===== config.mk =====
export PLATFORM = sky130hd
export DESIGN_NAME = console_line_editor_core_flat
export DESIGN_NICKNAME = d
export VERILOG_FILES = /design/src/design/cle_pkg.sv /design/src/design/cle_stream_if.sv /design/src/design/cle_front.sv /design/src/design/cle_cmd_fifo.sv /design/src/design/cle_back.sv /design/src/design/console_line_editor_core.sv /design/src/flat_wrapper.sv
export SDC_FILE = /design/constraint.sdc
export NUM_CORES = 1
export LEC_CHECK = 0
export ABC_AREA = 1
export BUFFER_PORTS_ARGS = -buffer_cell sky130_fd_sc_hd__buf_4
export CAP_MARGIN = 20
export CORE_MARGIN = 3
export CORE_UTILIZATION = 60
export DETAILED_ROUTE_END_ITERATION = 6
export GPL_ROUTABILITY_DRIVEN = 0
export PLACE_DENSITY_LB_ADDON = 0.05
export SETUP_SLACK_MARGIN = 0.4
export SLEW_MARGIN = 20
export SYNTH_ARGS = -nofsm -noshare
export SYNTH_HDL_FRONTEND = slang
export SYNTH_SLANG_ARGS = --single-unit

===== constraint.sdc =====
create_clock -name clk -period 11.68 [get_ports clk]
set_clock_uncertainty 0.05 [all_clocks]
set_input_delay 2.336 -clock clk [delete_from_list [all_inputs] [get_ports clk]]
set_output_delay 2.336 -clock clk [all_outputs]
set_load 0.01 [all_outputs]

===== src/design/cle_pkg.sv =====
// ----------------------------------------------------------------------------
// cle_pkg: shared types and constants of the console line editor
// Character codes, the command passed from front to back, and the erase
// sequencer phases.
// ----------------------------------------------------------------------------
package cle_pkg;

  parameter int unsigned LineDepthDefault = 256;
  parameter int unsigned CmdFifoDepth     = 4;

  localparam int unsigned CfgWidth = 9;
  localparam logic [CfgWidth-1:0] MaxLenReset = 9'd256;

  localparam logic [7:0] ChEot   = 8'd4;
  localparam logic [7:0] ChBs    = 8'd8;
  localparam logic [7:0] ChDel   = 8'd127;
  localparam logic [7:0] ChCr    = 8'd13;
  localparam logic [7:0] ChLf    = 8'd10;
  localparam logic [7:0] ChSpace = 8'd32;

  typedef enum logic [1:0] {
    CMD_PUT,
    CMD_EOT,
    CMD_ERASE
  } cmd_kind_t;

  typedef struct packed {
    cmd_kind_t  kind;
    logic [7:0] ch;
    logic [7:0] pos;
    logic       done;
    logic [8:0] len;
  } cmd_t;

  typedef enum logic [1:0] {
    PH_FIRST,
    PH_SPACE,
    PH_LAST
  } phase_t;

  typedef struct packed {
    logic       tx_valid;
    logic [7:0] tx_byte;
    logic       store_valid;
    logic [7:0] store_index;
    logic [7:0] store_byte;
    logic       line_done;
    logic [8:0] line_length;
    logic       last;
  } result_t;

endpackage


===== src/design/cle_stream_if.sv =====
// ----------------------------------------------------------------------------
// cle_rx_if / cle_tx_if: valid/ready channels of the console line editor
// Received bytes come in on cle_rx_if; echo, store and line-end beats leave
// on cle_tx_if.
// ----------------------------------------------------------------------------
interface cle_rx_if;
  logic       valid;
  logic       ready;
  logic [7:0] rx_byte;

  modport source (output valid, output rx_byte, input ready);
  modport sink (input valid, input rx_byte, output ready);
endinterface

interface cle_tx_if;
  logic       valid;
  logic       ready;
  logic       tx_valid;
  logic [7:0] tx_byte;
  logic       store_valid;
  logic [7:0] store_index;
  logic [7:0] store_byte;
  logic       line_done;
  logic [8:0] line_length;
  logic       last;

  modport source (output valid, output tx_valid, output tx_byte, output store_valid,
                  output store_index, output store_byte, output line_done,
                  output line_length, output last, input ready);
  modport sink (input valid, input tx_valid, input tx_byte, input store_valid,
                input store_index, input store_byte, input line_done,
                input line_length, input last, output ready);
endinterface


===== src/design/cle_front.sv =====
// ----------------------------------------------------------------------------
// cle_front: byte classifier and line state
// Accepts received bytes, keeps the character count, the swallow flag and
// the maximum line length, and issues one command per byte that has output.
// ----------------------------------------------------------------------------
module cle_front #(
  parameter int unsigned LINE_DEPTH = cle_pkg::LineDepthDefault
) (
  input  logic                           clk,
  input  logic                           rst,
  cle_rx_if.sink                         rx,
  input  logic                           cfg_write_en,
  input  logic [cle_pkg::CfgWidth-1:0]   cfg_write_data,
  input  logic                           fifo_full,
  output logic                           push,
  output cle_pkg::cmd_t                  cmd
);

  localparam int unsigned CW = $clog2(LINE_DEPTH + 1);
  localparam int unsigned EW = (CW > cle_pkg::CfgWidth) ? CW : cle_pkg::CfgWidth;

  logic [CW-1:0]                char_count;
  logic [CW-1:0]                char_count_next;
  logic                         swallow;
  logic                         swallow_next;
  logic [cle_pkg::CfgWidth-1:0] max_len;

  logic          accept;
  logic [EW-1:0] eff_max;
  logic [EW-1:0] pos_w;
  logic [EW-1:0] next_w;

  assign rx.ready = !fifo_full;
  assign accept   = rx.valid && rx.ready;
  assign pos_w    = EW'(char_count);
  assign next_w   = pos_w + EW'(1);

  // saturate the configured maximum to 1..LINE_DEPTH
  always_comb begin
    eff_max = EW'(max_len);
    if (max_len == '0) begin
      eff_max = EW'(1);
    end
    if (eff_max > EW'(LINE_DEPTH)) begin
      eff_max = EW'(LINE_DEPTH);
    end
  end

  always_comb begin
    push            = 1'b0;
    cmd.kind        = cle_pkg::CMD_PUT;
    cmd.ch          = rx.rx_byte;
    cmd.pos         = pos_w[7:0];
    cmd.done        = 1'b0;
    cmd.len         = 9'd0;
    char_count_next = char_count;
    swallow_next    = swallow;
    if (accept) begin
      priority if (swallow) begin
        swallow_next = 1'b0;
      end else if (rx.rx_byte == cle_pkg::ChEot) begin
        push            = 1'b1;
        cmd.kind        = cle_pkg::CMD_EOT;
        cmd.done        = 1'b1;
        cmd.len         = pos_w[8:0];
        char_count_next = '0;
      end else if (rx.rx_byte == cle_pkg::ChBs || rx.rx_byte == cle_pkg::ChDel) begin
        if (char_count != '0) begin
          push            = 1'b1;
          cmd.kind        = cle_pkg::CMD_ERASE;
          char_count_next = char_count - CW'(1);
        end
      end else if (rx.rx_byte == cle_pkg::ChCr || rx.rx_byte == cle_pkg::ChLf) begin
        push            = 1'b1;
        cmd.ch          = cle_pkg::ChLf;
        cmd.done        = 1'b1;
        cmd.len         = next_w[8:0];
        char_count_next = '0;
        swallow_next    = (rx.rx_byte == cle_pkg::ChCr);
      end else begin
        push = 1'b1;
        if (next_w >= eff_max) begin
          cmd.done        = 1'b1;
          cmd.len         = next_w[8:0];
          char_count_next = '0;
        end else begin
          char_count_next = next_w[CW-1:0];
        end
      end
    end
  end

  always_ff @(posedge clk) begin
    if (rst) begin
      char_count <= '0;
      swallow    <= 1'b0;
      max_len    <= cle_pkg::MaxLenReset;
    end else begin
      char_count <= char_count_next;
      swallow    <= swallow_next;
      if (cfg_write_en) begin
        max_len <= cfg_write_data;
      end
    end
  end

  a_count_in_line: assert property (@(posedge clk) disable iff (rst)
    EW'(char_count) < EW'(LINE_DEPTH))
    else $error("character count reached line depth");

  a_swallow_after_cr: assert property (@(posedge clk) disable iff (rst)
    $rose(swallow) |-> $past(accept && rx.rx_byte == cle_pkg::ChCr))
    else $error("swallow flag set without a carriage return");

endmodule


===== src/design/cle_cmd_fifo.sv =====
// ----------------------------------------------------------------------------
// cle_cmd_fifo: command queue between front and back
// Small register FIFO; the head entry is presented directly to the back.
// ----------------------------------------------------------------------------
module cle_cmd_fifo #(
  parameter int unsigned DEPTH = cle_pkg::CmdFifoDepth
) (
  input  logic          clk,
  input  logic          rst,
  input  logic          push,
  input  cle_pkg::cmd_t push_cmd,
  output logic          full,
  input  logic          pop,
  output logic          head_valid,
  output cle_pkg::cmd_t head_cmd
);

  localparam int unsigned AW = (DEPTH > 1) ? $clog2(DEPTH) : 1;
  localparam int unsigned NW = $clog2(DEPTH + 1);

  cle_pkg::cmd_t entries [DEPTH];
  logic [AW-1:0] wr_ptr;
  logic [AW-1:0] rd_ptr;
  logic [NW-1:0] fill;

  assign full       = (fill == NW'(DEPTH));
  assign head_valid = (fill != '0);
  assign head_cmd   = entries[rd_ptr];

  always_ff @(posedge clk) begin
    if (push) begin
      entries[wr_ptr] <= push_cmd;
    end
  end

  always_ff @(posedge clk) begin
    if (rst) begin
      wr_ptr <= '0;
      rd_ptr <= '0;
      fill   <= '0;
    end else begin
      if (push) begin
        wr_ptr <= (wr_ptr == AW'(DEPTH - 1)) ? '0 : wr_ptr + AW'(1);
      end
      if (pop) begin
        rd_ptr <= (rd_ptr == AW'(DEPTH - 1)) ? '0 : rd_ptr + AW'(1);
      end
      fill <= fill + NW'(push) - NW'(pop);
    end
  end

  a_no_push_when_full: assert property (@(posedge clk) disable iff (rst)
    full |-> !push)
    else $error("command pushed into a full queue");

endmodule


===== src/design/cle_back.sv =====
// ----------------------------------------------------------------------------
// cle_back: result sequencer
// Expands each command into one or three result beats and holds them in an
// output register while the receiver stalls.
// ----------------------------------------------------------------------------
module cle_back (
  input  logic          clk,
  input  logic          rst,
  input  logic          cmd_valid,
  input  cle_pkg::cmd_t cmd,
  output logic          pop,
  cle_tx_if.source      tx
);

  cle_pkg::phase_t  phase;
  cle_pkg::phase_t  phase_next;
  cle_pkg::result_t beat;
  cle_pkg::result_t out_reg;
  logic             out_valid;
  logic             load;

  assign load = cmd_valid && (!out_valid || tx.ready);

  always_ff @(posedge clk) begin
    if (rst) begin
      phase <= cle_pkg::PH_FIRST;
    end else begin
      phase <= phase_next;
    end
  end

  always_comb begin
    beat       = '0;
    beat.last  = 1'b1;
    phase_next = phase;
    pop        = 1'b0;
    unique case (cmd.kind)
      cle_pkg::CMD_PUT: begin
        beat.tx_valid    = 1'b1;
        beat.tx_byte     = cmd.ch;
        beat.store_valid = 1'b1;
        beat.store_index = cmd.pos;
        beat.store_byte  = cmd.ch;
        beat.line_done   = cmd.done;
        beat.line_length = cmd.done ? cmd.len : 9'd0;
        pop              = load;
      end
      cle_pkg::CMD_EOT: begin
        beat.line_done   = 1'b1;
        beat.line_length = cmd.len;
        pop              = load;
      end
      cle_pkg::CMD_ERASE: begin
        beat.tx_valid = 1'b1;
        beat.tx_byte  = (phase == cle_pkg::PH_SPACE) ? cle_pkg::ChSpace : cle_pkg::ChBs;
        beat.last     = (phase == cle_pkg::PH_LAST);
        if (load) begin
          unique case (phase)
            cle_pkg::PH_FIRST: phase_next = cle_pkg::PH_SPACE;
            cle_pkg::PH_SPACE: phase_next = cle_pkg::PH_LAST;
            cle_pkg::PH_LAST: begin
              phase_next = cle_pkg::PH_FIRST;
              pop        = 1'b1;
            end
            default: phase_next = cle_pkg::PH_FIRST;
          endcase
        end
      end
      default: pop = load;
    endcase
  end

  // output register: refill when empty or when the held beat is taken
  always_ff @(posedge clk) begin
    if (rst) begin
      out_valid <= 1'b0;
    end else if (load) begin
      out_valid <= 1'b1;
    end else if (tx.ready) begin
      out_valid <= 1'b0;
    end
  end

  always_ff @(posedge clk) begin
    if (load) begin
      out_reg <= beat;
    end
  end

  assign tx.valid       = out_valid;
  assign tx.tx_valid    = out_reg.tx_valid;
  assign tx.tx_byte     = out_reg.tx_byte;
  assign tx.store_valid = out_reg.store_valid;
  assign tx.store_index = out_reg.store_index;
  assign tx.store_byte  = out_reg.store_byte;
  assign tx.line_done   = out_reg.line_done;
  assign tx.line_length = out_reg.line_length;
  assign tx.last        = out_reg.last;

  a_phase_only_in_erase: assert property (@(posedge clk) disable iff (rst)
    phase != cle_pkg::PH_FIRST |-> cmd_valid && cmd.kind == cle_pkg::CMD_ERASE)
    else $error("erase phase advanced without an erase command");

  a_inner_beat_is_echo: assert property (@(posedge clk) disable iff (rst)
    tx.valid && !tx.last |-> tx.tx_valid && !tx.store_valid && !tx.line_done)
    else $error("non-final beat is not a plain echo");

endmodule


===== src/design/console_line_editor_core.sv =====
// ----------------------------------------------------------------------------
// console_line_editor_core: canonical-mode line assembler for console bytes
// Turns received characters into echo, line-buffer store and line-end beats.
// ----------------------------------------------------------------------------
// Usage:
//   rx carries one received byte per beat (valid/ready). tx carries result
//   beats; each beat has echo, store and line-end fields, and last marks the
//   final beat caused by one received byte. Bytes with no result (the byte
//   after a carriage return, an erase on an empty line) yield no beat.
//   cfg_write_en/cfg_write_data set the maximum line length; write it only
//   while the block is idle. It saturates to 1..LINE_DEPTH.
// Timing:
//   The first beat for a byte passes through the command queue and then the
//   output register before it shows on tx. An ordinary byte, EOT, CR or LF
//   yields one beat of the output register; an erase yields three, one per
//   echoed character, and a queued command's beat loads as the held one is
//   taken. The front keeps accepting while a command queue of CMD_FIFO_DEPTH
//   entries has room.
// Reset:
//   rst clears the count, the swallow flag and the queue, sets the maximum
//   line length to 256. When tx stalls, the current beat holds, the queue
//   fills and then rx.ready drops.
// ----------------------------------------------------------------------------
module console_line_editor_core #(
  parameter int unsigned LINE_DEPTH     = cle_pkg::LineDepthDefault,
  parameter int unsigned CMD_FIFO_DEPTH = cle_pkg::CmdFifoDepth
) (
  input  logic                         clk,
  input  logic                         rst,
  cle_rx_if.sink                       rx,
  cle_tx_if.source                     tx,
  input  logic                         cfg_write_en,
  input  logic [cle_pkg::CfgWidth-1:0] cfg_write_data
);

  logic          push;
  logic          full;
  logic          pop;
  logic          head_valid;
  cle_pkg::cmd_t push_cmd;
  cle_pkg::cmd_t head_cmd;

  cle_front #(
    .LINE_DEPTH (LINE_DEPTH)
  ) u_front (
    .clk            (clk),
    .rst            (rst),
    .rx             (rx),
    .cfg_write_en   (cfg_write_en),
    .cfg_write_data (cfg_write_data),
    .fifo_full      (full),
    .push           (push),
    .cmd            (push_cmd)
  );

  cle_cmd_fifo #(
    .DEPTH (CMD_FIFO_DEPTH)
  ) u_fifo (
    .clk        (clk),
    .rst        (rst),
    .push       (push),
    .push_cmd   (push_cmd),
    .full       (full),
    .pop        (pop),
    .head_valid (head_valid),
    .head_cmd   (head_cmd)
  );

  cle_back u_back (
    .clk       (clk),
    .rst       (rst),
    .cmd_valid (head_valid),
    .cmd       (head_cmd),
    .pop       (pop),
    .tx        (tx)
  );

endmodule

===== src/flat_wrapper.sv =====
// flat-port wrapper written by rule: the top's interface ports become plain ports
module console_line_editor_core_flat 
#(
  parameter int unsigned LINE_DEPTH     = cle_pkg::LineDepthDefault,
  parameter int unsigned CMD_FIFO_DEPTH = cle_pkg::CmdFifoDepth
)
  (clk, rst, cfg_write_en, cfg_write_data, rx_valid, rx_rx_byte, rx_ready, tx_valid, tx_tx_valid, tx_tx_byte, tx_store_valid, tx_store_index, tx_store_byte, tx_line_done, tx_line_length, tx_last, tx_ready);
  cle_rx_if rx_i ();
  cle_tx_if tx_i ();
  input  logic clk;
  input  logic rst;
  input  logic cfg_write_en;
  input  logic [cle_pkg::CfgWidth-1:0] cfg_write_data;
  input wire logic [$bits(rx_i.valid)-1:0] rx_valid;
  input wire logic [$bits(rx_i.rx_byte)-1:0] rx_rx_byte;
  output wire logic [$bits(rx_i.ready)-1:0] rx_ready;
  output wire logic [$bits(tx_i.valid)-1:0] tx_valid;
  output wire logic [$bits(tx_i.tx_valid)-1:0] tx_tx_valid;
  output wire logic [$bits(tx_i.tx_byte)-1:0] tx_tx_byte;
  output wire logic [$bits(tx_i.store_valid)-1:0] tx_store_valid;
  output wire logic [$bits(tx_i.store_index)-1:0] tx_store_index;
  output wire logic [$bits(tx_i.store_byte)-1:0] tx_store_byte;
  output wire logic [$bits(tx_i.line_done)-1:0] tx_line_done;
  output wire logic [$bits(tx_i.line_length)-1:0] tx_line_length;
  output wire logic [$bits(tx_i.last)-1:0] tx_last;
  input wire logic [$bits(tx_i.ready)-1:0] tx_ready;
  assign rx_i.valid = rx_valid;
  assign rx_i.rx_byte = rx_rx_byte;
  assign rx_ready = rx_i.ready;
  assign tx_valid = tx_i.valid;
  assign tx_tx_valid = tx_i.tx_valid;
  assign tx_tx_byte = tx_i.tx_byte;
  assign tx_store_valid = tx_i.store_valid;
  assign tx_store_index = tx_i.store_index;
  assign tx_store_byte = tx_i.store_byte;
  assign tx_line_done = tx_i.line_done;
  assign tx_line_length = tx_i.line_length;
  assign tx_last = tx_i.last;
  assign tx_i.ready = tx_ready;
  console_line_editor_core #(.LINE_DEPTH(LINE_DEPTH), .CMD_FIFO_DEPTH(CMD_FIFO_DEPTH)) u_core (.clk(clk), .rst(rst), .rx(rx_i), .tx(tx_i), .cfg_write_en(cfg_write_en), .cfg_write_data(cfg_write_data));
endmodule

* Word-level counts from Yosys, hierarchy flattened
Memory sizes are Yosys's and may differ from the RTL's. A register that Yosys moved wholly into a read port is not among the register bits. Cells that the tools add are included.
Storage, ports and cells: output and inout port bits 39, memories 1, bits in registers 66, input bits 22, bits in writable memories 112
Operators by class: multiplexer cells 47, equality and inequality tests 13, bitwise gates (word level) 1, add/subtract/negate cells 6, $lt $le $gt $ge 2, reduce and logical (&&, ||, !) cells 15
Memories:
- u_core.u_fifo.entries | words 4, width 28, read ports 1, clocked after memory_dff 1, wr ports 1, line cle_cmd_fifo.sv:21 | cle_pkg::cmd_t entries [DEPTH];
Operators by type and width (count):
- $mux W10 | 8
- $mux W9 | 8
- $eq A8 B4 Y1 const B | 3
- $mux W8 | 3
- $pmux W10 S2 | 1
- $pmux W9 S2 | 1
- $mux W17 | 1
- $mux W1 | 16
- $mux W2 | 7
- $add A9 B1 Y9 const B | 1
- $ge A9 B9 Y1 | 1
- $gt A9 B9 Y1 const B | 1
- $logic_not A9 Y1 | 1
- $reduce_bool A9 Y1 | 1
- $sub A9 B1 Y9 const B | 1
- $eq A2 B2 Y1 const B | 4
- $eq A8 B3 Y1 const B | 1
- $eq A8 B7 Y1 const B | 1
- $mux W6 | 1
- $add A2 B1 Y2 const B | 2
- $eq A2 B1 Y1 const B | 2
- $logic_not A2 Y1 | 2
- $pmux W2 S2 | 1
- $add A3 B1 Y3 | 1
- 11 further kinds | 15

* Depth between registers and ports, before layout
Gate-level depths: netlist of the first run.
depth after elaboration 11, gate-level depth with buffers 17, depth with buffers taken out 17

* By module
From an unflattened synthesis of the first run, not the netlist that was laid out.
Second synthesis, totals: cells, all modules 837, area total of the unflattened synthesis 8684.6 sq um
By module, submodules not included:
- cle_cmd_fifo | seq. area each 3543.4 sq um, times used 1, cells an instance 385, area each 5152.4 sq um
- cle_front | seq. area each 380.4 sq um, times used 1, cells an instance 320, area each 1965.6 sq um
- cle_back | seq. area each 1171.1 sq um, times used 1, cells an instance 132, area each 1566.5 sq um

* Worst setup path before layout of the first run
OpenSTA, ideal clock, no wires.
path type input-to-reg, from in tx_ready, to reg u_core.u_fifo.fill[2], stages 12, path buffers 0, library setup time 70 ps, data required time 11560 ps, slack 5674 ps, data arrival time 5887 ps, cells stage by stage nor2_1 > a21oi_1 > inv_1 > a21oi_4 > ha_1 > inv_1 > ha_1 > inv_1 > fa_1 > inv_1 > o21ai_0 > a21oi_1
On the way: longest elaborated chain between the ends 5
Ends and longest elaborated chain:
- start, declared | line flat_wrapper.sv:26 | input wire logic [$bits(tx_i.ready)-1:0] tx_ready;
- $logic_or A1 B1 Y1 * | line cle_back.sv:22 | assign load = cmd_valid && (!out_valid || tx.ready);
- $logic_and A1 B1 Y1 * | line cle_back.sv:22
- net u_core.u_back.load | line cle_back.sv:20 | logic load;
- $mux W1 | line cle_back.sv:57 | if (load) begin
- $mux W1 * | line cle_back.sv:37 | unique case (cmd.kind)
- net u_core.pop | line console_line_editor_core.sv:38 | logic pop;
- $sub A3 B1 Y3 * | line cle_cmd_fifo.sv:48 | fill <= fill + NW'(push) - NW'(pop);
- end signal, assigned | line cle_cmd_fifo.sv:48
- end, declared | line cle_cmd_fifo.sv:24 | logic [NW-1:0] fill;
The timed path passes the listed nets; every way through them passes the cells marked *. A chain may end at the register's enable or synchronous reset.

* Worst setup path in the final report of the first run
Ends and elaborated chain as after synthesis.

==> impl_results.rst, run 1 <==
.. list-table::
   :header-rows: 1

   * - Metric
     - Value
   * - Share of the yosys chip area belonging to registers
     - 0.6313
   * - Routed Wire Length
     - 16710 um
   * - Ratio of final minimum period to clock period
     - 0.3593
   * - Critical path data arrival time
     - 4.50 ns
   * - Per-cell via count in the routed design
     - around 5.6
   * - Count of different cell masters after synthesis
     - between 40 and 50
   * - Maximum clock insertion buffer count
     - 2
   * - Number of design-rule violations left by the first detailed-router iteration
     - 570
   * - Total number of placement rows
     - 41
   * - Total Negative Setup Slacks
     - 0 ns
   * - DR WL/cell
     - 16.92 um
   * - First-pass GRT wire length
     - around 27000 um
   * - Overflow left after global routing
     - 0
   * - Static Leak
     - ~0.0036 uW
   * - Post-layout nets
     - roughly 850
   * - Total setup violations reported at the end of the flow
     - 0
   * - Num Clock Sinks
     - between 150 and 200
   * - Cell Pwr Density
     - roughly 240 mW/mm^2
   * - Clock network latency to the later pin of the worst-skew pair
     - 0.42 ns
   * - Area of the die
     - 0.01488 sq mm
   * - Data required time at the worst endpoint
     - roughly 12 ns
   * - Number of pins with negative max-slew slack in the final report
     - 0
   * - Most common cell after layout, fill and taps aside
     - edfxtp_1
   * - Share of layout cells above drive strength 1
     - 0.1777
   * - Top library cells by usage in the layout, fill and taps aside
     - 149 x edfxtp_1, 142 x nor2_1, 92 x nand2_1, 67 x o21ai_0, 63 x buf_4
   * - Number of buffers added by the clock tree synthesis step
     - 17
   * - Average cell area after synthesis
     - between 10 and 15 sq um
   * - Worst-Margin Slew
     - between 0.9 and 1 ns
   * - Synth Net Count
     - between 700 and 800
   * - Synthesized instance count
     - about 750
   * - Global routing usage summed across all routing layers
     - 0.2402
   * - CTS-repair resized insts
     - 0
   * - Post-Place Cell Area
     - 0.008612 sq mm
   * - Vias after detailed routing
     - between 5k and 6k
   * - Final instance area
     - roughly 0.009 sq mm
   * - Number of buffers inserted to repair setup after CTS
     - 0
   * - TritonCTS clock tree
     - built
   * - Number of cells traversed by the worst hold path
     - 2
   * - Top Ports
     - between 60 and 70
   * - Vert. Die Dim
     - between 100 and 150 um
   * - Count of unresolved DRC violations after routing
     - 0
   * - Max-cap violations
     - 0
   * - Total standard cell area after synthesis
     - 0.008070 sq mm
   * - Port-buffer cells
     - 60
   * - Number of inserted diodes
     - 0
   * - Vias in the first global route
     - about 5.5k
   * - Outcome
     - complete, no violations
   * - Largest fanout on the critical path
     - 39
   * - Share of synthesized flip-flops with an asynchronous set or reset
     - 0
   * - Number of search-and-repair iterations in the first detailed-routing pass
     - 5
   * - Worst reg2reg path depth
     - 17
   * - Floorplan Core Area
     - around 0.013 sq mm
   * - Count of flip-flops with a built-in enable after synthesis
     - about 150
   * - Post-route antenna net violation count
     - 0
   * - Worst Setup End Kind
     - register
   * - RSZ-0062 raised after global routing
     - false
   * - CTS Root Cell
     - clkbuf_16
   * - Antenna violations before repair
     - 0
   * - Maximum level of the CTS H-tree
     - 4
   * - Register clock-pin slew on the reported worst setup and hold paths
     - about 0.060 ns
   * - Worst slew slack as a fraction of its limit
     - 0.3720
   * - Max frequency
     - between 200 and 250 MHz
   * - Most instantiated flip-flop cell in the synthesis netlist
     - edfxtp_1
   * - Post-route worst hold slack
     - ~0.44 ns
   * - Horiz. Die Dim
     - around 120 um
   * - Half-perimeter wire length after detailed placement
     - 10750 um
   * - CP Launch Type
     - input port
   * - Starting utilization of the core area
     - 0.6268
   * - Hold violation count in the final report
     - 0
   * - Minimum period implied by the final worst setup slack
     - roughly 4.2 ns
   * - Category of the most critical setup path
     - input port to register
   * - Path type of the worst min-delay path
     - register to register
   * - Pin count of the biggest net entering global routing
     - 58
   * - CTS Hold Bufs
     - 0
   * - Register bit count reported by yosys
     - 180
   * - Layout overhead on the synthesized area
     - 13.77%
   * - Maximum ir drop on the vdd rail
     - 107.8 uV
   * - Synthesis warning total
     - 0
[sequential cells by signal, summed over array words and instances (netlist names), named ones only]
name and flops:
u_core.u_back.tx.store_index 8, u_core.u_back.tx.last 1, u_core.u_back.tx.tx_valid 1, u_core.u_front.char_count 9
u_core.u_back.tx.line_length 9, u_core.u_back.tx.store_byte 8, u_core.u_fifo.entries 112, u_core.u_fifo.wr_ptr 2
u_core.u_back.tx.line_done 1, u_core.u_back.tx.store_valid 1, u_core.u_fifo.rd_ptr 2, u_core.u_front.max_len 9
u_core.u_fifo.fill 3, u_core.u_front.swallow 1, u_core.u_back.tx.valid 1, u_core.u_back.phase 2
u_core.u_back.tx.tx_byte 8
[logic make-up (layout without fill, tap and decap cells)]
logic type / Yosys count / in the layout / share of synthesized area
AND/OR/NAND/NOR: 301 / 301 / 0.1698
flip-flops: 180 / 180 / 0.6313
AO/OA/AOI/OAI: 144 / 144 / 0.1006
buffers and inverters: 101 / 163 / 0.05767
adder cells (fa/ha/maj): 20 / 20 / 0.03194
XOR/XNOR: 8 / 8 / 0.008683
[cells in the mapped netlist, types with 2 or more instances]
cell      count  area share
nand3_1      19       0.012
xnor2_1       2      0.0022
a21oi_4       4      0.0081
edfxtp_1    149        0.55
nor2_1      146       0.068
buf_4         4      0.0037
buf_2         8      0.0050
inv_1        55       0.026
nor4_1        2      0.0016
nand4_1      10      0.0078
dfxtp_1      31       0.077
o21ai_0      67       0.042
a211oi_2      2      0.0031
a21oi_1      50       0.031
a21oi_2       4      0.0043
inv_4         2      0.0016
nor3_1        3      0.0019
nor2_8        2      0.0050
buf_6         3      0.0042
nand2_4       6      0.0084
nand2_1      92       0.043
buf_1         4      0.0019
nor2_4        4      0.0056
ha_1         19       0.029
a31oi_1       2      0.0016
xor2_1        6      0.0065
o21ai_1       8      0.0050
nand2_2       9      0.0070
a211oi_1      4      0.0037
inv_2         8      0.0037
clkbuf_1     13      0.0060
o22ai_1       3      0.0023
[metrics by stage]
stage | std cells | setup slack (ns) | total power (uW) | utilization
CTS | 988 | 7.431 | 2209 | 0.7131
floorplan | 754 | 5.674 | 1426 | -
global placement | 956 | 7.119 | 1641 | 0.6688
finish | 988 | 7.483 | 2199 | 0.7131
global route | 988 | 7.210 | 2335 | 0.7131
detailed placement | 956 | 7.002 | 1671 | 0.6688
[path summary, 6_finish.rpt]
kind,start,end,slack (ns)
worst max-delay path,tx_ready,u_core.u_fifo.fill[2],7.48
worst min-delay path,u_core.u_front.max_len[0],u_core.u_front.max_len[0],0.44
worst max register to register,register,u_core.u_fifo.fill[2],8.26
worst min register to register,u_core.u_front.max_len[0],u_core.u_front.max_len[0],0.44
[metal layers]
metal,up-vias,routed length [um],track usage
li1,2659,-,-
met2,176,8572,0.4147
met1,2654,6863,0.3017
met5,-,0,0
met3,29,941,0.04457
met4,0,335,0.09314
[area by class of cell]
class / instances / area [sq um]
sequential: 180 / 5095
clock buffer: 24 / 524.3
tap: 172 / 215.2
clock inverter: 8 / 45.04
inverter: 68 / 277.8
multi-input combinational: 473 / 2551
fill: 903 / 3695
timing repair buffer: 63 / 473.0
[worst max-delay path, cell delays in order]
cell and delay [ns]:
buf_4 0.08, nor2_1 0.06, a21oi_4 0.11, buf_4 0.43
inv_1 0.17, a21oi_4 0.20, ha_1 0.25, inv_1 0.06
ha_1 0.13, inv_1 0.05, fa_1 0.35, inv_1 0.07
o21ai_0 0.08, a21oi_1 0.13
[report_power, final]
group | leakage [uW] | switching [uW] | total [uW] | internal [uW]
sequential | 0.00164 | 54.9 | 967 | 912
combinational | 0.00170 | 459 | 690 | 231
clock | 0.000292 | 228 | 542 | 314
total | 0.00364 | 742 | 2200 | 1460
Note: power is estimated with default switching activity, not from simulation.
==> run 2, diff against run 1 <==
- ABC_AREA: 1 -> 0
- clock period: 11.68 -> 4.22 ns (I/O delays scaled with it)
==> run 2 against run 1 <==
Combinational power grew 100%. Synthesized cell count shrank 32%. Clock-buffer cell count grew 3. First-iteration DRC count shrank 34%. Utilization grew 1.3 points. Non-clock buffer count grew 2. Total power grew 150%. Cell area shrank 3.0%. Sequential power grew to 2.6 times the previous value. Critical endpoint is now u_core.u_fifo.entries[2][8]. Largest cell class unchanged. Largest power group unchanged.
==> impl_results.rst, run 2 <==
.. list-table::
   :header-rows: 1

   * - Metric
     - Value
   * - Total standard cell area after synthesis
     - 0.007684 sq mm
   * - Met2 track demand over resource in global routing
     - 0.3610
   * - Post-route antenna net violation count
     - 0
   * - Critical Path Most Common Cell
     - a21oi_1
   * - Per-cell via count in the routed design
     - a little under 6
   * - Buffer and inverter count on the worst path
     - 0
   * - Most common cell after layout, fill and taps aside
     - edfxtp_1
   * - Number of cells traversed by the worst hold path
     - 2
   * - Worst reg2reg path depth
     - 11
   * - Register bit count reported by yosys
     - between 150 and 200
   * - Post-synth top area cell
     - edfxtp_1
   * - Floorplan Core Area
     - 0.01226 sq mm
   * - Most instantiated flip-flop cell in the synthesis netlist
     - edfxtp_1
   * - Final standard cell count with taps included and fillers excluded
     - 752
   * - Count of flip-flops with a built-in enable after synthesis
     - ~150
   * - First-pass GRT wire length
     - 23960 um
   * - Number of flip-flops under the largest register name
     - ~110
   * - Portion of synthesized cell area occupied by the leading cell type
     - 0.5823
   * - Maximum level of the CTS H-tree
     - 4
   * - Average cell area after synthesis
     - 14.95 sq um
   * - Main area contributors after synthesis
     - edfxtp_1 58%, mux4_2 8.2%, dfxtp_1 8.1%
   * - Share of synthesized flip-flops with an asynchronous set or reset
     - 0
   * - Cell Pwr Density
     - about 620 mW/mm^2
   * - Area of the die
     - approximately 0.014 sq mm
   * - Post-route worst hold slack
     - about 0.44 ns
   * - Vert. Die Dim
     - 119.2 um
   * - Max frequency
     - approximately 290 MHz
   * - CTS Root Cell
     - clkbuf_16
   * - Category of the most critical setup path
     - register to register
   * - Vias after detailed routing
     - approximately 4.4k
   * - Outcome
     - complete, no violations
   * - Top cells by instance count after synthesis
     - 149 x edfxtp_1, 41 x nor2_1, 35 x nor2b_1
   * - Count of unresolved DRC violations after routing
     - 0
   * - Minimum period implied by the final worst setup slack
     - 3.494 ns
   * - Sequence of cells on the critical path
     - and2_1 -> nand4_1 -> or3_1 -> xnor2_1 -> ha_1 -> a21oi_1 -> a21boi_0 -> a41oi_1 -> a21oi_1 -> o21ai_2 -> nor2_1
   * - Top Ports
     - 61
   * - Overflow left after global routing
     - 0
   * - Number of pins with negative max-slew slack in the final report
     - 0
   * - Static Leak
     - around 0.0032 uW
   * - Startpoint of the tightest hold check path
     - u_core.u_front.swallow
   * - Number of buffers inserted to repair setup after CTS
     - 0
   * - Post-layout nets
     - slightly above 600
   * - Share of layout cells above drive strength 1
     - 0.2363
   * - Maximum clock insertion buffer count
     - 2
   * - Synthesized instance count
     - ~510
   * - Path type of the worst min-delay path
     - register to register
   * - Starting utilization of the core area
     - 0.6266
   * - Hold violation count in the final report
     - 0
   * - Startpoint of the most critical setup path
     - u_core.u_front.char_count[2]
   * - Register clock-pin slew on the reported worst setup and hold paths
     - around 0.060 ns
   * - Number of inserted diodes
     - 0
   * - Pin count of the biggest net entering global routing
     - 39
   * - CTS-repair resized insts
     - 0
   * - Clock network latency to the later pin of the worst-skew pair
     - around 0.42 ns
   * - Critical path data arrival time
     - 3.57 ns
   * - Beginning of the worst register-to-register path
     - u_core.u_front.char_count[2]
   * - Routed Wire Length
     - roughly 15000 um
   * - Max-cap violations
     - 0
   * - Synth Net Count
     - roughly 560
   * - Total number of placement rows
     - 40
   * - Util after Layout
     - 0.7262
   * - Largest fanout on the critical path
     - 13
   * - Top cell family by delay on the critical path
     - compound AO/OA/AOI/OAI gates
   * - Multi-input gate area in the final layout
     - around 0.0024 sq mm
   * - Layout overhead on the synthesized area
     - 15.89%
   * - Num Clock Sinks
     - 180
   * - Half-perimeter wire length after detailed placement
     - just over 9000 um
   * - Horiz. Die Dim
     - between 100 and 150 um
   * - Pre-CTS worst setup slack
     - between 0.5 and 0.6 ns
   * - Total setup violations reported at the end of the flow
     - 0
   * - Global routing usage summed across all routing layers
     - 0.2218
   * - Worst reg-to-reg setup slack
     - slightly above 0.7 ns
   * - Largest incremental delay on the critical path
     - between 0.6 and 0.7 ns
   * - Antenna violations before repair
     - 0
   * - Post-route worst setup slack
     - between 0.7 and 0.8 ns
   * - Count of different cell masters after synthesis
     - 56
   * - Port-buffer cells
     - 60
   * - Endpoint of the worst hold path
     - u_core.u_front.swallow
   * - Total Negative Setup Slacks
     - 0 ns
   * - Number of buffers added by the clock tree synthesis step
     - 17
   * - GR Layer Usage met1
     - 0.2883
   * - CTS Hold Bufs
     - 0
   * - Ratio of final minimum period to clock period
     - 0.8280
   * - DR WL/cell
     - a little under 20 um
   * - Number of design-rule violations left by the first detailed-router iteration
     - 376
   * - Met3 demand-to-capacity share in global routing
     - 0.04986
   * - RSZ-0062 raised after global routing
     - false
   * - Worst Setup End Kind
     - register
   * - Number of cells in the design after placement
     - 720
   * - Filler Cell Count
     - a little under 800
   * - Synthesis warning total
     - 0
   * - TritonCTS clock tree
     - built
   * - Slowest cell on crit path
     - dfxtp_1
   * - Library cell with the highest instance count after synthesis
     - edfxtp_1
   * - Data required time at the worst endpoint
     - about 4.3 ns
   * - Top Usage Layer GRT
     - met2
   * - Worst slew slack as a fraction of its limit
     - 0.3867
   * - Top library cells by usage in the layout, fill and taps aside
     - 149 x edfxtp_1, 65 x buf_4, 41 x nor2_1, 35 x nor2b_1, 30 x dfxtp_1
   * - Total area of sequential cells
     - 0.005096 sq mm
   * - Maximum ir drop on the vdd rail
     - roughly 260 uV
   * - Share of the yosys chip area belonging to registers
     - 0.6631
   * - Worst-Margin Slew
     - just over 0.9 ns
   * - Number of search-and-repair iterations in the first detailed-routing pass
     - 5
   * - CP Launch Type
     - register
   * - Most flops, register
     - u_core.u_fifo.entries
   * - Worst reg2reg path endpoint
     - u_core.u_fifo.entries[2][8]
   * - Vias in the first global route
     - ~4.5k
-- run 2: cell types whose count changed in the layout (fill, tap and decap cells not counted), sizes merged, moves of 12 or more --
cell,delta
inv,-51
mux2i,+16
nor2b,+35
nand2,-77
a21oi,-41
mux4,+28
nand3,-12
o21ai,-72
nor2,-112
-- run 2: worst max-delay path by stage --
stage                                       end  slack, ns  cells after the start
floorplan                 u_core.u_fifo.fill[2]       0.56                     12
global placement    u_core.u_fifo.entries[0][8]       0.68                     11
detailed placement  u_core.u_fifo.entries[0][8]       0.51                     11
CTS                 u_core.u_fifo.entries[2][8]       0.50                     11
global route        u_core.u_fifo.entries[2][8]       0.47                     11
finish              u_core.u_fifo.entries[2][8]       0.73                     11
-- run 2: worst reg2reg max path: stages (launching register included) --
cell	delay, ns
dfxtp_1	0.61
and2_1	0.27
nand4_1	0.14
or3_1	0.41
xnor2_1	0.15
ha_1	0.34
a21oi_1	0.16
a21boi_0	0.12
a41oi_1	0.23
a21oi_1	0.14
o21ai_2	0.41
nor2_1	0.19
-- run 2: kinds of logic (layout without fill, tap and decap cells) --
logic type,after synthesis,count (layout),synth area share
buffers and inverters,46,116,0.02524
AO/OA/AOI/OAI,42,42,0.03550
AND/OR/NAND/NOR,163,163,0.1181
flip-flops,180,180,0.6631
multiplexers,44,44,0.1029
XOR/XNOR,19,19,0.02166
adder cells (fa/ha/maj),20,20,0.03355
-- run 2: where the power goes --
part	switching [uW]	internal, uW	leakage, uW
combinational	758	642	0.00122
clock	619	991	0.000308
sequential	114	2360	0.00168
total	1490	3990	0.00321
-- run 2: area by class of cell --
type	instances	share of cell area
sequential	180	0.5723
multi-input combinational	288	0.2712
clock buffer	27	0.06393
timing repair buffer	65	0.05480
tap	168	0.02361
inverter	19	0.008009
clock inverter	5	0.006182
-- run 2: layer usage --
metal | up-vias | routed length (um)
met3 | 32 | 955
met4 | 0 | 414
met1 | 2204 | 6015
li1 | 2035 | -
met5 | - | 0
met2 | 156 | 7380
-- run 2: stage by stage --
step / total power [uW] / instance area, sq um
floorplan: 3370 / 7687
global placement: 3874 / 8277
detailed placement: 3921 / 8277
CTS: 5540 / 8901
global route: 5754 / 8905
finish: 5482 / 8905
